### config.mk
export PLATFORM = sky130hd
export DESIGN_NAME = ipv4_http_request_filter_flat
export DESIGN_NICKNAME = d
export VERILOG_FILES = /design/src/rtl/iphttp_pkg.sv /design/src/rtl/iphttp_if.sv /design/src/rtl/iphttp_decide.sv /design/src/rtl/ipv4_http_request_filter.sv /design/src/flat_wrapper.sv
export SDC_FILE = /design/constraint.sdc
export NUM_CORES = 1
export LEC_CHECK = 0
export BUFFER_PORTS_ARGS = -buffer_cell sky130_fd_sc_hd__buf_2
export CAP_MARGIN = 20
export CORE_MARGIN = 2
export CORE_UTILIZATION = 40
export DETAILED_ROUTE_END_ITERATION = 8
export SLEW_MARGIN = 30
export SYNTH_ARGS = -nofsm -noshare
export SYNTH_HDL_FRONTEND = slang
export SYNTH_SLANG_ARGS = --single-unit
### constraint.sdc
create_clock -name i_clk -period 13.44 [get_ports i_clk]
set_input_delay 1.344 -clock i_clk [delete_from_list [all_inputs] [get_ports i_clk]]
set_output_delay 1.344 -clock i_clk [all_outputs]
set_load 0.02 [all_outputs]
### src/rtl/iphttp_pkg.sv
// Shared types, protocol constants and method tables for the IPv4 HTTP request filter.
`default_nettype none

package iphttp_pkg;

    // Ethernet and IPv4 field values
    localparam logic [15:0] TYPE_IPV4     = 16'h0800;
    localparam logic [15:0] TYPE_VLAN     = 16'h8100;
    localparam logic [15:0] IP_BASE_PLAIN = 16'd14;
    localparam logic [15:0] IP_BASE_VLAN  = 16'd18;
    localparam logic [3:0]  MIN_WORDS     = 4'd5;
    localparam logic [7:0]  PROTO_TCP     = 8'd6;
    localparam logic [15:0] MIN_HDR_BYTES = 16'd20;
    localparam logic [1:0]  FRAG_MF_DF    = 2'b11;

    // Byte offsets within the frame
    localparam logic [15:0] OFF_TYPE_HI  = 16'd12;
    localparam logic [15:0] OFF_TYPE_LO  = 16'd13;
    localparam logic [15:0] OFF_INNER_HI = 16'd16;
    localparam logic [15:0] OFF_INNER_LO = 16'd17;

    // Byte offsets within the IPv4 header
    localparam logic [15:0] IP_OFF_IHL     = 16'd0;
    localparam logic [15:0] IP_OFF_TLEN_HI = 16'd2;
    localparam logic [15:0] IP_OFF_TLEN_LO = 16'd3;
    localparam logic [15:0] IP_OFF_FRAG    = 16'd6;
    localparam logic [15:0] IP_OFF_PROTO   = 16'd9;
    localparam logic [15:0] IP_OFF_SRC_LO  = 16'd12;
    localparam logic [15:0] IP_OFF_SRC_HI  = 16'd15;
    localparam logic [15:0] IP_OFF_DST_LO  = 16'd16;
    localparam logic [15:0] IP_OFF_DST_HI  = 16'd19;

    // Byte offset of the data offset field within the TCP header
    localparam logic [15:0] TCP_OFF_DOFF = 16'd12;

    // HTTP methods, in order of priority: GET, POST, HEAD, PUT
    localparam int NUM_METHODS  = 4;
    localparam int METH_MAX_LEN = 5;

    localparam logic [2:0] METHOD_NONE = 3'd0;
    localparam logic [2:0] METHOD_GET  = 3'd1;
    localparam logic [2:0] METHOD_POST = 3'd2;
    localparam logic [2:0] METHOD_HEAD = 3'd3;
    localparam logic [2:0] METHOD_PUT  = 3'd4;

    localparam logic [7:0] METH_TEXT [NUM_METHODS][METH_MAX_LEN] = '{
        '{8'h47, 8'h45, 8'h54, 8'h20, 8'h00},
        '{8'h50, 8'h4F, 8'h53, 8'h54, 8'h20},
        '{8'h48, 8'h45, 8'h41, 8'h44, 8'h20},
        '{8'h50, 8'h55, 8'h54, 8'h20, 8'h00}
    };
    localparam logic [2:0] METH_LEN  [NUM_METHODS] = '{3'd4, 3'd5, 3'd5, 3'd4};
    localparam logic [2:0] METH_CODE [NUM_METHODS] =
        '{METHOD_GET, METHOD_POST, METHOD_HEAD, METHOD_PUT};

    // Per-frame parse state
    typedef struct packed {
        logic [15:0]            byte_count;
        logic [15:0]            outer_type;
        logic [15:0]            inner_type;
        logic [3:0]             header_words;
        logic [15:0]            total_length;
        logic [1:0]             frag_flags;
        logic [7:0]             protocol_number;
        logic [31:0]            src_addr;
        logic [31:0]            dst_addr;
        logic [3:0]             tcp_words;
        logic [NUM_METHODS-1:0] method_hits;
    } t_frame_state;

    localparam t_frame_state STATE_RESET = '{
        method_hits: '1,
        default:     '0
    };

    // Verdict for one frame
    typedef struct packed {
        logic        verdict;
        logic [2:0]  http_method;
        logic        tcp_seen;
        logic [31:0] source_address;
        logic [31:0] destination_address;
    } t_result;

endpackage

`default_nettype wire

### src/rtl/iphttp_if.sv
// Valid/ready channel interfaces for frame bytes in and frame verdicts out.
`default_nettype none

interface iphttp_in_if;
    logic       valid;
    logic       ready;
    logic [7:0] frame_byte;
    logic       frame_end;

    modport source (output valid, output frame_byte, output frame_end, input ready);
    modport sink   (input valid, input frame_byte, input frame_end, output ready);
endinterface

interface iphttp_out_if;
    logic        valid;
    logic        ready;
    logic        verdict;
    logic [2:0]  http_method;
    logic        tcp_seen;
    logic [31:0] source_address;
    logic [31:0] destination_address;

    modport source (output valid, output verdict, output http_method, output tcp_seen,
                    output source_address, output destination_address, input ready);
    modport sink   (input valid, input verdict, input http_method, input tcp_seen,
                    input source_address, input destination_address, output ready);
endinterface

`default_nettype wire

### src/rtl/iphttp_decide.sv
// End-of-frame decision: layer-two, IPv4 header, TCP and HTTP method checks.
`default_nettype none

module iphttp_decide (
    input  var iphttp_pkg::t_frame_state i_state,
    output var iphttp_pkg::t_result      o_result
);

    logic        w_l2_ok;
    logic        w_hdr_ok;
    logic        w_tcp_full;
    logic        w_tcp_under;
    logic        w_tcp_seen;
    logic [15:0] w_base;
    logic [15:0] w_rem;
    logic [15:0] w_hl;
    logic [15:0] w_rem2;
    logic [15:0] w_tl;
    logic [15:0] w_pay;
    logic [2:0]  w_method;

    always_comb begin
        w_l2_ok = (i_state.byte_count > iphttp_pkg::IP_BASE_PLAIN) &&
                  ((i_state.outer_type == iphttp_pkg::TYPE_IPV4) ||
                   ((i_state.outer_type == iphttp_pkg::TYPE_VLAN) &&
                    (i_state.byte_count >= iphttp_pkg::IP_BASE_VLAN) &&
                    (i_state.inner_type == iphttp_pkg::TYPE_IPV4)));

        w_base = (i_state.outer_type == iphttp_pkg::TYPE_VLAN) ?
                 iphttp_pkg::IP_BASE_VLAN : iphttp_pkg::IP_BASE_PLAIN;
        w_rem  = i_state.byte_count - w_base;
        w_hl   = {10'd0, i_state.header_words, 2'b00};

        w_hdr_ok = (w_rem >= iphttp_pkg::MIN_HDR_BYTES) &&
                   (i_state.header_words >= iphttp_pkg::MIN_WORDS) &&
                   (i_state.total_length >= w_hl) &&
                   (i_state.frag_flags != iphttp_pkg::FRAG_MF_DF) &&
                   (w_rem >= w_hl) &&
                   (i_state.src_addr != 32'd0) &&
                   (i_state.dst_addr != 32'd0);

        w_rem2      = w_rem - w_hl;
        w_tl        = {10'd0, i_state.tcp_words, 2'b00};
        w_tcp_full  = (i_state.protocol_number == iphttp_pkg::PROTO_TCP) &&
                      (w_rem2 >= iphttp_pkg::MIN_HDR_BYTES);
        w_tcp_under = (w_tl > w_rem2);
        w_pay       = w_rem2 - w_tl;

        // Lowest index has priority, so scan from the top and let it win last.
        w_method = iphttp_pkg::METHOD_NONE;
        for (int k = iphttp_pkg::NUM_METHODS - 1; k >= 0; k--) begin
            if (i_state.method_hits[k] && (w_pay >= {13'd0, iphttp_pkg::METH_LEN[k]})) begin
                w_method = iphttp_pkg::METH_CODE[k];
            end
        end

        w_tcp_seen = w_l2_ok && w_hdr_ok && w_tcp_full && !w_tcp_under;

        o_result.verdict             = !(w_l2_ok && w_hdr_ok && !(w_tcp_full && w_tcp_under));
        o_result.tcp_seen            = w_tcp_seen;
        o_result.http_method         = (w_tcp_seen &&
                                        (i_state.tcp_words >= iphttp_pkg::MIN_WORDS)) ?
                                       w_method : iphttp_pkg::METHOD_NONE;
        o_result.source_address      = w_l2_ok ? i_state.src_addr : 32'd0;
        o_result.destination_address = w_l2_ok ? i_state.dst_addr : 32'd0;
    end

endmodule

`default_nettype wire

### src/rtl/ipv4_http_request_filter.sv
// Top level of the IPv4 HTTP request filter: byte capture, header parse and verdict output.
`default_nettype none

// The filter takes an Ethernet frame one byte per transaction, from the destination
// MAC onward, with frame_end set on the last captured byte. It accepts untagged IPv4
// or IPv4 behind a single VLAN tag, checks the IPv4 header (length, IHL, total
// length, both MF and DF set, zero addresses) and, for a TCP frame, whether the TCP
// payload starts with GET, POST, HEAD or PUT. Exactly one result transaction is
// produced per frame, carrying the verdict, method and addresses; no transaction is
// produced for the other bytes. The block sustains one byte per clock cycle: each
// byte passes through an input register and then a single stage of field capture
// and decision logic into the result register, where the result of a frame is
// captured once its last byte leaves the input register. Input is held off only
// while a frame's last byte waits behind a result that has not yet been taken.
// Frames longer than 65535 bytes are handled, as bytes beyond that count are
// ignored.
module ipv4_http_request_filter (
    input  wire                   i_clk,
    input  wire                   i_rst_n,
    iphttp_in_if.sink             i_frame,
    iphttp_out_if.source          o_result
);

    // Input register
    logic       r_in_valid;
    logic [7:0] r_byte;
    logic       r_end;

    // Frame parse state and result register
    iphttp_pkg::t_frame_state r_state;
    iphttp_pkg::t_frame_state n_state;
    iphttp_pkg::t_result      r_result;
    iphttp_pkg::t_result      w_result;
    logic                     r_out_valid;

    logic        w_in_ready;
    logic        w_adv;
    logic [15:0] w_base;
    logic [15:0] w_r;
    logic [15:0] w_hl;
    logic [15:0] w_t;
    logic [15:0] w_tl;
    logic [15:0] w_q;
    logic [1:0]  w_lane;

    // The held byte moves on unless it closes a frame and the result register is
    // still occupied by a result that is not being taken this cycle.
    assign w_adv      = r_in_valid && (!r_end || !r_out_valid || o_result.ready);
    assign w_in_ready = !r_in_valid || w_adv;

    assign i_frame.ready = w_in_ready;

    always_ff @(posedge i_clk) begin
        if (!i_rst_n) begin
            r_in_valid <= 1'b0;
        end else if (w_in_ready) begin
            r_in_valid <= i_frame.valid;
        end
    end

    always_ff @(posedge i_clk) begin
        if (w_in_ready && i_frame.valid) begin
            r_byte <= i_frame.frame_byte;
            r_end  <= i_frame.frame_end;
        end
    end

    // Field capture for the held byte. Fields are taken at fixed offsets from the
    // frame start, from the IPv4 header base and from the TCP header start.
    always_comb begin
        n_state = r_state;
        w_base  = (r_state.outer_type == iphttp_pkg::TYPE_VLAN) ?
                  iphttp_pkg::IP_BASE_VLAN : iphttp_pkg::IP_BASE_PLAIN;
        w_r     = r_state.byte_count - w_base;
        w_hl    = {10'd0, r_state.header_words, 2'b00};
        w_t     = w_r - w_hl;
        w_tl    = {10'd0, r_state.tcp_words, 2'b00};
        w_q     = w_t - w_tl;
        w_lane  = ~w_r[1:0];

        if (r_state.byte_count == iphttp_pkg::OFF_TYPE_HI) begin
            n_state.outer_type[15:8] = r_byte;
        end
        if (r_state.byte_count == iphttp_pkg::OFF_TYPE_LO) begin
            n_state.outer_type[7:0] = r_byte;
        end
        if (w_base == iphttp_pkg::IP_BASE_VLAN) begin
            if (r_state.byte_count == iphttp_pkg::OFF_INNER_HI) begin
                n_state.inner_type[15:8] = r_byte;
            end
            if (r_state.byte_count == iphttp_pkg::OFF_INNER_LO) begin
                n_state.inner_type[7:0] = r_byte;
            end
        end

        if (r_state.byte_count >= w_base) begin
            if (w_r == iphttp_pkg::IP_OFF_IHL) begin
                n_state.header_words = r_byte[3:0];
            end
            if (w_r == iphttp_pkg::IP_OFF_TLEN_HI) begin
                n_state.total_length[15:8] = r_byte;
            end
            if (w_r == iphttp_pkg::IP_OFF_TLEN_LO) begin
                n_state.total_length[7:0] = r_byte;
            end
            if (w_r == iphttp_pkg::IP_OFF_FRAG) begin
                n_state.frag_flags = {r_byte[6], r_byte[5]};
            end
            if (w_r == iphttp_pkg::IP_OFF_PROTO) begin
                n_state.protocol_number = r_byte;
            end
            // Addresses arrive most significant byte first.
            if ((w_r >= iphttp_pkg::IP_OFF_SRC_LO) && (w_r <= iphttp_pkg::IP_OFF_SRC_HI)) begin
                n_state.src_addr[{w_lane, 3'b000} +: 8] = r_byte;
            end
            if ((w_r >= iphttp_pkg::IP_OFF_DST_LO) && (w_r <= iphttp_pkg::IP_OFF_DST_HI)) begin
                n_state.dst_addr[{w_lane, 3'b000} +: 8] = r_byte;
            end

            if ((r_state.header_words >= iphttp_pkg::MIN_WORDS) &&
                (r_state.protocol_number == iphttp_pkg::PROTO_TCP) && (w_r >= w_hl)) begin
                if (w_t == iphttp_pkg::TCP_OFF_DOFF) begin
                    n_state.tcp_words = r_byte[7:4];
                end
                // Compare payload bytes against every method string at once; a
                // mismatch knocks that method out for the rest of the frame.
                if ((r_state.tcp_words >= iphttp_pkg::MIN_WORDS) && (w_t >= w_tl) &&
                    (w_q < 16'(iphttp_pkg::METH_MAX_LEN))) begin
                    for (int k = 0; k < iphttp_pkg::NUM_METHODS; k++) begin
                        if ((w_q[2:0] < iphttp_pkg::METH_LEN[k]) &&
                            (r_byte != iphttp_pkg::METH_TEXT[k][w_q[2:0]])) begin
                            n_state.method_hits[k] = 1'b0;
                        end
                    end
                end
            end
        end

        if (r_state.byte_count != 16'hFFFF) begin
            n_state.byte_count = r_state.byte_count + 16'd1;
        end
    end

    iphttp_decide u_decide (
        .i_state  (n_state),
        .o_result (w_result)
    );

    // Parse state returns to its initial value after every frame.
    always_ff @(posedge i_clk) begin
        if (!i_rst_n) begin
            r_state <= iphttp_pkg::STATE_RESET;
        end else if (w_adv) begin
            r_state <= r_end ? iphttp_pkg::STATE_RESET : n_state;
        end
    end

    always_ff @(posedge i_clk) begin
        if (!i_rst_n) begin
            r_out_valid <= 1'b0;
        end else if (w_adv && r_end) begin
            r_out_valid <= 1'b1;
        end else if (o_result.ready) begin
            r_out_valid <= 1'b0;
        end
    end

    always_ff @(posedge i_clk) begin
        if (w_adv && r_end) begin
            r_result <= w_result;
        end
    end

    assign o_result.valid               = r_out_valid;
    assign o_result.verdict             = r_result.verdict;
    assign o_result.http_method         = r_result.http_method;
    assign o_result.tcp_seen            = r_result.tcp_seen;
    assign o_result.source_address      = r_result.source_address;
    assign o_result.destination_address = r_result.destination_address;

endmodule

`default_nettype wire
### src/flat_wrapper.sv
// flat-port wrapper written by rule: the top's interface ports become plain ports
module ipv4_http_request_filter_flat 
  (i_clk, i_rst_n, i_frame_valid, i_frame_frame_byte, i_frame_frame_end, i_frame_ready, o_result_valid, o_result_verdict, o_result_http_method, o_result_tcp_seen, o_result_source_address, o_result_destination_address, o_result_ready);
  iphttp_in_if i_frame_i ();
  iphttp_out_if o_result_i ();
  input  wire i_clk;
  input  wire i_rst_n;
  input wire logic [$bits(i_frame_i.valid)-1:0] i_frame_valid;
  input wire logic [$bits(i_frame_i.frame_byte)-1:0] i_frame_frame_byte;
  input wire logic [$bits(i_frame_i.frame_end)-1:0] i_frame_frame_end;
  output wire logic [$bits(i_frame_i.ready)-1:0] i_frame_ready;
  output wire logic [$bits(o_result_i.valid)-1:0] o_result_valid;
  output wire logic [$bits(o_result_i.verdict)-1:0] o_result_verdict;
  output wire logic [$bits(o_result_i.http_method)-1:0] o_result_http_method;
  output wire logic [$bits(o_result_i.tcp_seen)-1:0] o_result_tcp_seen;
  output wire logic [$bits(o_result_i.source_address)-1:0] o_result_source_address;
  output wire logic [$bits(o_result_i.destination_address)-1:0] o_result_destination_address;
  input wire logic [$bits(o_result_i.ready)-1:0] o_result_ready;
  assign i_frame_i.valid = i_frame_valid;
  assign i_frame_i.frame_byte = i_frame_frame_byte;
  assign i_frame_i.frame_end = i_frame_frame_end;
  assign i_frame_ready = i_frame_i.ready;
  assign o_result_valid = o_result_i.valid;
  assign o_result_verdict = o_result_i.verdict;
  assign o_result_http_method = o_result_i.http_method;
  assign o_result_tcp_seen = o_result_i.tcp_seen;
  assign o_result_source_address = o_result_i.source_address;
  assign o_result_destination_address = o_result_i.destination_address;
  assign o_result_i.ready = o_result_ready;
  ipv4_http_request_filter u_core (.i_clk(i_clk), .i_rst_n(i_rst_n), .i_frame(i_frame_i), .o_result(o_result_i));
endmodule
## Yosys cells after proc, flatten, opt, wreduce, memory -nomap -nowiden

Memories as Yosys holds them, arrays and structs flattened.
Index checks and enable logic that the tools add are counted.

- $add $sub $neg: 8
- $lt $le $gt $ge: 24
- Eq/ne operators: 22
- Shifts and indexed selects: 2
- Muxes and demuxes: 40
- Bitwise logic cells: 3
- Reductions and logical operators: 49

Operator list:

| cell | number |
|---|---|
| 2-to-1 mux 150 bit | 1 |
| 2-to-1 mux 8 bit | 16 |
| 2-to-1 mux 102 bit | 1 |
| bitwise mux 32 bit | 2 |
| equality test 16 x 4 -> 1 bit (second input constant) | 4 |
| greater-or-equal comparator 16 x 5 -> 1 bit (second input constant) | 4 |
| greater-or-equal comparator 16 x 6 -> 1 bit | 4 |
| 2-to-1 mux 32 bit | 2 |
| nonzero test 32 bit | 2 |
| subtractor 16 x 6 -> 16 bit | 4 |
| equality test 16 x 5 -> 1 bit (second input constant) | 3 |
| logical AND 1 bit | 33 |
| equality test 16 x 12 -> 1 bit (second input constant) | 2 |
| equality test 16 bit (second input constant) | 2 |
| equality test 16 x 2 -> 1 bit (second input constant) | 2 |
| greater-or-equal comparator 16 x 3 -> 1 bit (second input constant) | 2 |
| 2-to-1 mux 16 bit | 2 |
| inequality test 8 bit | 4 |
| variable shift 8 x 7 -> 32 bit (first input constant) | 1 |
| variable part select 8 x 7 -> 32 bit | 1 |
| adder 16 x 1 -> 16 bit (second input constant) | 1 |
| equality test 16 x 3 -> 1 bit (second input constant) | 1 |
| equality test 8 x 3 -> 1 bit (second input constant) | 2 |
| greater-or-equal comparator 16 bit | 1 |
| 28 further kinds | 51 |

- Bits in registers: 230
- Bits in read-only memories: 256
- Output and inout bits: 71
- Word-level logic and storage cells: 174
- Memories: 4

Memories:

| memory | words | bits a word | read ports | clocked after memory_dff | write ports | line | text |
|---|---|---|---|---|---|---|---|
| (name not given) | 8 | 8 | 1 | 0 | 0 | ipv4_http_request_filter.sv:131 | `(r_byte != iphttp_pkg::METH_TEXT[k][w_q[2:0]])) begin` |
| (name not given) | 8 | 8 | 1 | 0 | 0 | ipv4_http_request_filter.sv:131 |  |
| (name not given) | 8 | 8 | 1 | 0 | 0 | ipv4_http_request_filter.sv:131 |  |
| (name not given) | 8 | 8 | 1 | 0 | 0 | ipv4_http_request_filter.sv:131 |  |

## Longest topological paths before layout

- Word-level depth: 28
- Gate-level depth with buffers: 30
- Mapped depth without buffers: 29

## Cells and area by module

From an unflattened synthesis, not the netlist that was laid out.

- Cell total of the unflattened synthesis: 1,594
- Area total of the unflattened synthesis: 13,862.0 um^2

Modules (own cells, without submodules):

| module | instances | cells an instance | area an instance (um^2) | sequential area each (um^2) |
|---|---|---|---|---|
| ipv4_http_request_filter | 1 | 1,223 | 11,427.2 | 5,385.2 |
| iphttp_decide | 1 | 371 | 2,434.8 | 0.0 |

## Worst setup path after synthesis

OpenSTA, ideal clock, no wires.

- Path kind: register -> register
- Start point: reg u_core.r_state[118] (netlist name)
- End point: reg u_core.r_result, in the netlist u_core.o_result.http_method[2], data pin
- Setup time: 0.190 ns
- Arrival time: 6.896 ns
- Required time: 13.250 ns
- Setup slack: 6.354 ns
- Stages on the path, launching flop included: 29
- Period minus slack after synthesis: 7.086 ns
- Path through: dfxtp_1 > nor4_1 > nand2_1 > nor3_1 > ha_1 > buf_2 > a21oi_1 > o21ai_0 > o31a_1 > a2111oi_2 > and4_1 > clkbuf_1 > nand4_1 > mux2_2 > ha_1 > inv_1 > fa_1 > a21o_1 > a21oi_1 > and2_1 > nand4_1 > nor4b_1 > and3_1 > or3_1 > and2_1 > a21boi_0 > o31ai_1 > nand4bb_1 > a2111oi_2

- Word-level cells in the longest chain between the ends: 19

RTL lines:

| what | line | text |
|---|---|---|
| start: declaration | ipv4_http_request_filter.sv:30 | `iphttp_pkg::t_frame_state r_state;` |
| start signal: assignment | ipv4_http_request_filter.sv:152 | `r_state <= iphttp_pkg::STATE_RESET;` |
| start signal: assignment | ipv4_http_request_filter.sv:154 | `r_state <= r_end ? iphttp_pkg::STATE_RESET : n_state;` |
| parallel branches: the longest is 19 deep, another holds subtractor 16 bit | n/a |  |
| end signal: assignment | ipv4_http_request_filter.sv:170 | `r_result <= w_result;` |
| end: declaration | ipv4_http_request_filter.sv:32 | `iphttp_pkg::t_result r_result;` |

Several ways; the timed one is not identified. The select of a mux whose other input is x is not followed.
A chain may end at the register's enable or synchronous reset.

## Worst setup path after layout

- Start point: reg u_core.r_state[122] (netlist name)
- End point: reg u_core.r_result, in the netlist u_core.o_result.http_method[2], data pin

The elaborated chain is that of the path after synthesis.

==> results.json <==
{
  "multi_input_area_um2": 8420,
  "grt_use_total": 0.230,
  "cts-resized-gates": 0,
  "dieArea_um2": 37400,
  "maxSlewHeadroom": 0.348,
  "ys.flop_type": "dfxtp_1",
  "wl_per_cell_um": 19.8,
  "period_minus_slack_ps": 8590,
  "num_rows": 69,
  "setup_viol": 0,
  "synth.distinct_cells": 88,
  "synthDominantCellAreaShare": 0.212,
  "min_path_cells": 2,
  "arrival_ps": 8930,
  "fp.coreArea_um2": 35500,
  "async_reset_ff_frac": 0,
  "boundaryPins": 84,
  "met3_length_um": 3590,
  "nets": 1795,
  "met1_length_um": 19900,
  "switchingPower_mw": 0.357,
  "synth.area.top_cells": "dfxtp_1 (21%), edfxtp_1 (16%), nand2_1 (5.7%)",
  "drt_pass1_iterations": 6,
  "hold_path_end": "u_core.r_state[3]$_SDFFE_PN1P_",
  "worstPathMaxFanout": 13,
  "drc_errors": 0,
  "final_cell_mix": "nand2_1 (219), dfxtp_1 (152), nor2_1 (112)",
  "pwr-share-clk": 0.473,
  "gp_congestion": 0.914,
  "worstReg2RegStart": "u_core.r_state[122]$_SDFFE_PN0P_",
  "register_area_um2": 5390,
  "dp_hpwl_um": 30800,
  "power_density_nw_per_um2": 95.8,
  "comb_power_share": 0.055,
  "clock_path_buffers": 3,
  "htreeDepth": 1,
  "drive_above_1_share": 0.111,
  "antenna_cells": 0,
  "power_leakage_nw": 5.45,
  "final_hold_viol_count": 0,
  "clock_skew_ps": 11.8,
  "fp.dieW_um": 193,
  "drtAntennaViolNets": 0,
  "io_buffer_count": 83,
  "worstSetupPathType": "flip-flop to flip-flop",
  "grt_pass1_vias": 12300,
  "vias_per_cell": 5.88,
  "cts_hold_buffers": 0,
  "yosysWarnings": 0,
  "crit_top_cell": "inv_1",
  "rsz0062_at_grt": "false",
  "p_seq_frac": 0.473,
  "ff2ff_path_depth": 29,
  "hp-start": "u_core.r_state[3]$_SDFFE_PN1P_",
  "synth_area_um2": 14300,
  "path_buf_inv": 5,
  "ys_seq_area_frac": 0.375,
  "grt_max_degree": 78,
  "postCtsSetupRepairBufs": 0,
  "tritoncts": "built",
  "worst_slack_ps": 4850,
  "r2r_end": "u_core.o_result.http_method[2]$_SDFFCE_PP0P_",
  "drv_slew": 0,
  "period_share": 0.639,
  "synth_edf_count": 78,
  "worst_slew_pin_slew_ps": 969,
  "clock-sinks": 230,
  "top_layer_used": "met4",
  "regToRegSetupSlack_ps": 4850,
  "cpPeakStageDelay_ps": 720,
  "hold_path_class": "flip-flop to flip-flop",
  "die_h_um": 193,
  "wl_met2_um": 19300,
  "syn_area_per_cell_um2": 8.35,
  "required_ps": 13790,
  "grt_pass1_wl_um": 69900,
  "preCtsSetupSlack_ps": 5050,
  "cap_violations": 0,
  "fin_tns_setup_ps": 0,
  "syn_nets": 1771,
  "power.internal_mw": 1.17,
  "crit_path_end_kind": "flip-flop",
  "antenna_found_initial": 0,
  "cp_slowest_cell": "nor3_1",
  "cp_top_family": "compound AO/OA/AOI/OAI gates",
  "crit_path_start_kind": "flip-flop",
  "clk_latency_ps": 550,
  "layout_commonest_cell": "nand2_1",
  "finalWirelength_um": 44100,
  "status": "finished, final reports clean",
  "cts_made_buffers": 26,
  "postSynthCellCount": 1717,
  "netlist.top_cell.by_area": "dfxtp_1",
  "fillCellCount": 3511,
  "swShare": 0.233,
  "cts-root-buf": "clkbuf_16",
  "drt-initial-drc-count": 1441,
  "cts.clk_slew.worst_paths_ps": 60,
  "synth_seq_cells": 230,
  "fmax_ghz": 0.116,
  "vdd_drop_max_uv": 93.6,
  "synthToLayoutAreaGrowth_pct": 11.4,
  "grt-ovfl-total": 0,
  "via_count": 13100,
  "start_util": 0.404
}
[sequential cells by signal, indices dropped and copies added (netlist names)]
name,flops
u_core.o_result.http_method,3
u_core.o_result.valid,1
u_core.o_result.source_address,32
u_core.r_byte,8
u_core.o_result.verdict,1
u_core.r_state,150
u_core.o_result.destination_address,32
u_core.o_result.tcp_seen,1
u_core.r_end,1
u_core.r_in_valid,1
[logic make-up after synthesis]
family,after synthesis,synth area share
compound gates,425,0.200
xor+xnor,58,0.0365
fa+ha+maj,41,0.0384
buf+inv,148,0.0397
flops,230,0.375
mux,26,0.0191
simple gates,789,0.290
[stage by stage]
stage,power (mW),instance area [µm²],cells,utilization,hold slack [ps]
6_report,1.53,16000,2222,0.451,460
5_1_grt,1.58,16000,2222,0.451,490
4_1_cts,1.54,16000,2222,0.451,464
3_5_place_dp,0.821,15100,2174,0.426,447
3_3_place_gp,0.821,15100,2174,0.426,444
2_1_floorplan,0.791,14300,1717,-,433
[worst register-to-register path: cells and delay by family (launching register included)]
family | cells | cell delay [ps]
compound gates | 10 | 2910
flops | 1 | 310
simple gates | 8 | 2620
fa+ha+maj | 4 | 1290
xor+xnor | 1 | 380
mux | 1 | 210
buf+inv | 5 | 690
[power groups by stage]
stage / Combinational [mW] / Clock (mW) / Sequential, mW
2_1_floorplan: 0.0469 / 0 / 0.744
3_3_place_gp: 0.0823 / 0 / 0.738
3_5_place_dp: 0.0825 / 0 / 0.739
4_1_cts: 0.0828 / 0.736 / 0.723
5_1_grt: 0.0892 / 0.767 / 0.724
6_report: 0.0837 / 0.723 / 0.723
[cell usage after synthesis (all sizes together) (37+ instances only)]
master	number
nor3	41
nor2	113
edfxtp	78
nand2	219
o21ai	90
clkbuf	96
xnor2	37
nand4	37
dfxtp	152
and2	69
a21oi	106
nand3	68
nor2b	97
a22oi	80
[how the worst max path moves through the flow]
stage                                                 from                                           end  slack (ps)  depth (start not counted)
final                     u_core.r_state[122]$_SDFFE_PN0P_  u_core.o_result.http_method[2]$_SDFFCE_PP0P_        4850                         29
after global routing      u_core.r_state[122]$_SDFFE_PN0P_  u_core.o_result.http_method[2]$_SDFFCE_PP0P_        4270                         26
after CTS                 u_core.r_state[122]$_SDFFE_PN0P_  u_core.o_result.http_method[2]$_SDFFCE_PP0P_        5010                         26
after detailed placement  u_core.r_state[122]$_SDFFE_PN0P_  u_core.o_result.http_method[2]$_SDFFCE_PP0P_        5050                         26
after global placement    u_core.r_state[122]$_SDFFE_PN0P_  u_core.o_result.http_method[2]$_SDFFCE_PP0P_        5260                         26
after floorplan           u_core.r_state[118]$_SDFFE_PN0P_  u_core.o_result.http_method[2]$_SDFFCE_PP0P_        6350                         28
[per-layer routing]
layer | vias to the layer above | GRT usage
li1 | 6289 | -
met4 | 0 | 0.0735
met5 | - | 0
met1 | 6173 | 0.328
met2 | 524 | 0.352
met3 | 80 | 0.0401
[cell type report]
class / instances / area share
clock buffers: 31 / 0.0419
clock inverters: 17 / 0.0118
well taps: 461 / 0.0361
inverters: 35 / 0.00822
repair buffers: 109 / 0.0384
flip-flops and latches: 230 / 0.337
multi-input cells: 1339 / 0.527
Note: power is estimated with default switching activity, not from simulation.
